`config.mk`:
```
export PLATFORM = sky130hd
export DESIGN_NAME = npcs_dist
export DESIGN_NICKNAME = d
export VERILOG_FILES = /design/src/rtl/npcs_pkg.sv /design/src/rtl/npcs_dist.sv
export SDC_FILE = /design/constraint.sdc
export NUM_CORES = 1
export LEC_CHECK = 0
export ABC_CLOCK_PERIOD_IN_PS = 3350
export BUFFER_PORTS_ARGS = -buffer_cell sky130_fd_sc_hd__buf_4
export CORE_UTILIZATION = 45
export CTS_CLUSTER_DIAMETER = 40
export DETAILED_ROUTE_END_ITERATION = 7
export PLACE_DENSITY = 0.67
export SETUP_SLACK_MARGIN = 0.05
export SLEW_MARGIN = 0
export SYNTH_ARGS = -nofsm -noshare
export SYNTH_HDL_FRONTEND = slang
export SYNTH_SLANG_ARGS = --single-unit
export TNS_END_PERCENT = 30
```
`constraint.sdc`:
```
create_clock -name clk -period 3.35 [get_ports clk]
set_input_delay 0.1675 -clock clk [delete_from_list [all_inputs] [get_ports clk]]
set_output_delay 0.1675 -clock clk [all_outputs]
set_load 0.01 [all_outputs]
```
`src/rtl/npcs_pkg.sv`:
```
// ----------------------------------------------------------------------------
// npcs_pkg
// Shared types and constants of the nearest palette color search block.
// ----------------------------------------------------------------------------
`default_nettype none

package npcs_pkg;

    localparam int PALETTE_ENTRIES = 256;
    localparam int IDX_W           = $clog2(PALETTE_ENTRIES);
    localparam int COUNT_W         = 9;
    localparam int DEPTH_W         = 4;
    localparam int CHAN_W          = 8;
    localparam int COLOR_W         = 3 * CHAN_W;
    localparam int SQ_W            = 2 * CHAN_W;
    localparam int DIST_W          = 18;
    localparam int CFG_IDX_W       = 1;
    localparam int CFG_DATA_W      = COUNT_W;

    localparam logic [DIST_W-1:0]  NO_MATCH_DISTANCE = DIST_W'(256 * 256 * 3);
    localparam logic [DEPTH_W-1:0] FULL_DEPTH        = DEPTH_W'(8);
    localparam logic [DEPTH_W-1:0] MIN_DEPTH         = DEPTH_W'(1);
    localparam logic [COUNT_W-1:0] COUNT_MAX         = COUNT_W'(PALETTE_ENTRIES);

    // request operations
    localparam logic OP_LOAD  = 1'b0;
    localparam logic OP_QUERY = 1'b1;

    // configuration register indexes
    localparam logic [CFG_IDX_W-1:0] CFG_PALETTE_COUNT = CFG_IDX_W'(0);
    localparam logic [CFG_IDX_W-1:0] CFG_COLOR_DEPTH   = CFG_IDX_W'(1);

    typedef enum logic [1:0] {
        ST_IDLE,
        ST_SCAN,
        ST_RESULT
    } state_t;

    typedef struct packed {
        logic [CHAN_W-1:0] red;
        logic [CHAN_W-1:0] green;
        logic [CHAN_W-1:0] blue;
    } rgb_t;

    // travels with a palette read through the distance stages
    typedef struct packed {
        logic             valid;
        logic [IDX_W-1:0] index;
    } tag_t;

endpackage

`default_nettype wire

```
`src/rtl/npcs_dist.sv`:
```
// ----------------------------------------------------------------------------
// npcs_dist
// Squared distance stage: per-channel squares registered, then summed.
// ----------------------------------------------------------------------------
`default_nettype none

module npcs_dist (
    input  wire logic                          clk,
    input  wire logic                          rst_n,
    input  wire npcs_pkg::tag_t                tag_in,
    input  wire npcs_pkg::rgb_t                query,
    input  wire npcs_pkg::rgb_t                entry,
    output      npcs_pkg::tag_t                tag_out,
    output      logic [npcs_pkg::DIST_W-1:0]   distance
);

    logic [npcs_pkg::CHAN_W-1:0] diff_r;
    logic [npcs_pkg::CHAN_W-1:0] diff_g;
    logic [npcs_pkg::CHAN_W-1:0] diff_b;
    logic [npcs_pkg::SQ_W-1:0]   sq_r_reg;
    logic [npcs_pkg::SQ_W-1:0]   sq_g_reg;
    logic [npcs_pkg::SQ_W-1:0]   sq_b_reg;
    npcs_pkg::tag_t              tag_reg;

    always_comb
    begin
        diff_r = (query.red   > entry.red)   ? query.red   - entry.red
                                             : entry.red   - query.red;
        diff_g = (query.green > entry.green) ? query.green - entry.green
                                             : entry.green - query.green;
        diff_b = (query.blue  > entry.blue)  ? query.blue  - entry.blue
                                             : entry.blue  - query.blue;
    end

    always_ff @(posedge clk or negedge rst_n)
    begin
        if (!rst_n)
        begin
            tag_reg <= '0;
        end
        else
        begin
            tag_reg <= tag_in;
        end
    end

    always_ff @(posedge clk)
    begin
        sq_r_reg <= npcs_pkg::SQ_W'(diff_r) * npcs_pkg::SQ_W'(diff_r);
        sq_g_reg <= npcs_pkg::SQ_W'(diff_g) * npcs_pkg::SQ_W'(diff_g);
        sq_b_reg <= npcs_pkg::SQ_W'(diff_b) * npcs_pkg::SQ_W'(diff_b);
    end

    assign tag_out  = tag_reg;
    assign distance = npcs_pkg::DIST_W'(sq_r_reg) + npcs_pkg::DIST_W'(sq_g_reg)
                    + npcs_pkg::DIST_W'(sq_b_reg);

endmodule

`default_nettype wire

```
==> flow_summary.ini <==
[setup_path]
arrival_ns = 5.55
setup.worst_path.class = primary input to register
capturing_element_type_of_the_critical_path = register
setup.worst_path.start = query[16]
worstPathBufferInverterCount = 6
critPathRequiredTime_ns = 3.53
worst_path_dominant_cell_family = adder cells
crit_path_top_delay_cell = sky130_fd_sc_hd__fa_1
crit_path_max_incr_delay_ns = 0.50
path_common_cell = sky130_fd_sc_hd__fa_1
cp_max_fo = 6
startpoint_type = primary input

[grt]
first_global_vias = 8035
overflow = 0
grt_first_pass_wirelength_mm = 35.0
initial_antenna_violation_count = 0
maximum_number_of_pins_on_one_net_before_global_route_repair = 16
grt.total_usage_pct = 21.1

[clocking]
cts.reportedPaths.clkPinSlew_ns = 0.07
number_of_buffers_created_by_cts = 5
tritoncts = built
clockBufferDepth = 2
ctsHtreeMaxLevel = 2
clk_root_buffer_cell = sky130_fd_sc_hd__clkbuf_16
cts.sinks = 54

[sta]
worst_slack_ns = -2.02
finalMaxSlewViolations = 0
rsz0062_at_grt = yes
fin_crit_sh_pct = 160
clock.fmax_mhz = 186
setup_viol_count_final = 36
hold_violations = 0
post-route-min-period_ns = 5.37

[die]
floorplan.die.height_um = 143
core_area_um2 = 19500
io-pin-count = 86
initial_core_utilization_pct = 46.0
fp.dieArea_um2 = 20500
core.rowCount = 51
fp.dieW_um = 143

[route]
routed-via-count = 7792
drt-wirelength-per-cell_um = 13.1
drt-pass1-iter-count = 5
drt_iter0_markers = 246
drcViolationCount = 0
post_drt_antenna_nets = 0
postRouteWirelength_mm = 21.4
vias_per_cell = 4.78

[synthesis]
yosys-top-cells-area = sky130_fd_sc_hd__fa_1, sky130_fd_sc_hd__ha_1, sky130_fd_sc_hd__dfxtp_1
synthMuxAreaShare_pct = 2.29
synth_flop_type = sky130_fd_sc_hd__dfxtp_1
synthSimpleGateAreaFrac_pct = 10.5
number_of_instances_in_the_synthesized_netlist = 991
async_reset_ff_share_pct = 16.7
post_synth_num_cell_types = 76
synth_edf_count = 0
synth_warn = 0
synth-compound-area-share_pct = 13.8
postSynthRegisterBits = 54
sequential_to_total_area_share_from_yosys_stat_pct = 12.6
netlist.top_cell.by_area = sky130_fd_sc_hd__fa_1
synth_xor_area_share_pct = 8.32
mappedNetlistArea_um2 = 8950
yosys.area_share.adder_pct = 42.5
synth.avg_cell_area_um2 = 9.03
main_combinational_cell_family_by_area_after_synthesis = adder cells
synth_top_area_share_pct = 21.7

[place]
hpwlAfterDp_mm = 17.4
place.port_buffers = 85
cell_area_after_placement_um2 = 12300
gpl.final_weighted_congestion = 0.873
pre_cts_ws_ns = -2.46

[finish]
share_of_layout_cells_above_drive_strength_1_pct = 43.3
area.sequential_um2 = 1130
layout.filler_cells = 1445
multi_input_area_um2 = 7920
area_delta_synth_final_pct = 49.3
finalNetCount = 1670
num_antenna_cells = 0
final_area_um2 = 13400

[min_path]
min_path_type = primary input to async pin

[run]
maxCapViolations = 0

[outcome]
run_status = finished, violations left
violations = negative setup slack
==> per-stage QoR <==
step	hold WS (ns)	instances	util, %	TNS, ns
2_1_floorplan	-0.128	993	-	-54.88
3_3_place_gp	-0.00870	1580	63.0	-67.70
3_5_place_dp	-0.00727	1580	63.0	-70.20
4_1_cts	0.226	1616	66.5	-53.89
5_1_grt	0.281	1631	68.7	-62.98
6_report	0.258	1631	68.7	-55.53
==> final timing paths <==
path / end / cells after the start / slack [ns]
setup / recovery: sq_r_reg[15]$_DFF_P_ / 26 / -2.02
max in group asynchronous: tag_out[1]$_DFF_PN0_ / 2 / 2.96
min in group clk: sq_g_reg[0]$_DFF_P_ / 5 / 0.50
hold / removal: tag_out[5]$_DFF_PN0_ / 2 / 0.26
==> layer usage <==
layer	part of all wire, %	GRT usage, %	wire length [um]
met1	44	26.9	9460
met2	52	38.5	11100
met3	2.7	2.01	571
met4	1.2	4.19	258
met5	0	0	0
==> placed cells by master (no fill, tap or decap), drive strengths merged, types with 3 or more instances in the layout <==
cell type | netlist | routed
nor2 | 89 | 89
dfxtp | 45 | 45
o31a | 3 | 3
o21ai | 20 | 20
xnor2 | 52 | 52
o2111ai | 3 | 3
nor2b | 5 | 5
o21a | 5 | 5
fa | 97 | 97
a31oi | 10 | 10
nand3b | 4 | 4
ha | 149 | 149
a211o | 3 | 3
clkbuf | 7 | 7
nand2b | 10 | 10
dfrtp | 9 | 9
a21oi | 62 | 62
inv | 202 | 202
xor2 | 24 | 24
mux2i | 17 | 17
nand3 | 7 | 7
and3 | 8 | 8
nand4 | 4 | 4
dlygate4sd3 | 0 | 10
a31o | 3 | 3
a21o | 30 | 30
a211oi | 6 | 6
buf | 15 | 377
a21boi | 5 | 5
or2 | 15 | 15
a221oi | 4 | 4
o32a | 3 | 3
o21bai | 6 | 6
conb | 1 | 3
nor3 | 16 | 16
nand2 | 27 | 27
o31ai | 3 | 3
==> cell type report <==
type	count	share of cell area, %
clock inverters	1	0.225
repair buffers	387	22.6
clock buffers	7	0.993
well taps	265	2.48
inverters	202	5.94
multi-input cells	715	59.3
flip-flops and latches	54	8.43
==> cells by family after synthesis <==
logic type      count (synthesis)
flops                          54
xor+xnor                       76
mux                            19
fa+ha+maj                     246
other cells                     1
buf+inv                       224
compound gates                178
simple gates                  193
==> cell usage after synthesis, drive strengths merged (15+ instances only) <==
cell type,number
buf,15
inv,202
mux2i,17
o21ai,20
a21oi,62
a21o,30
xor2,24
nor3,16
nor2,89
ha,149
nand2,27
dfxtp,45
fa,97
xnor2,52
or2,15
==> what timing repair did <==
item	4_1_cts	5_1_grt
hold endpoints to repair	18	0
pin swaps	53	65
endpoints found under the setup margin	40	41
resized for setup	59	81
hold buffers	10	0
setup buffers	18	15
Power is left out: the tool's default activity adds up to more than one toggle a clock period on the data nets, which glitch-free logic cannot reach.
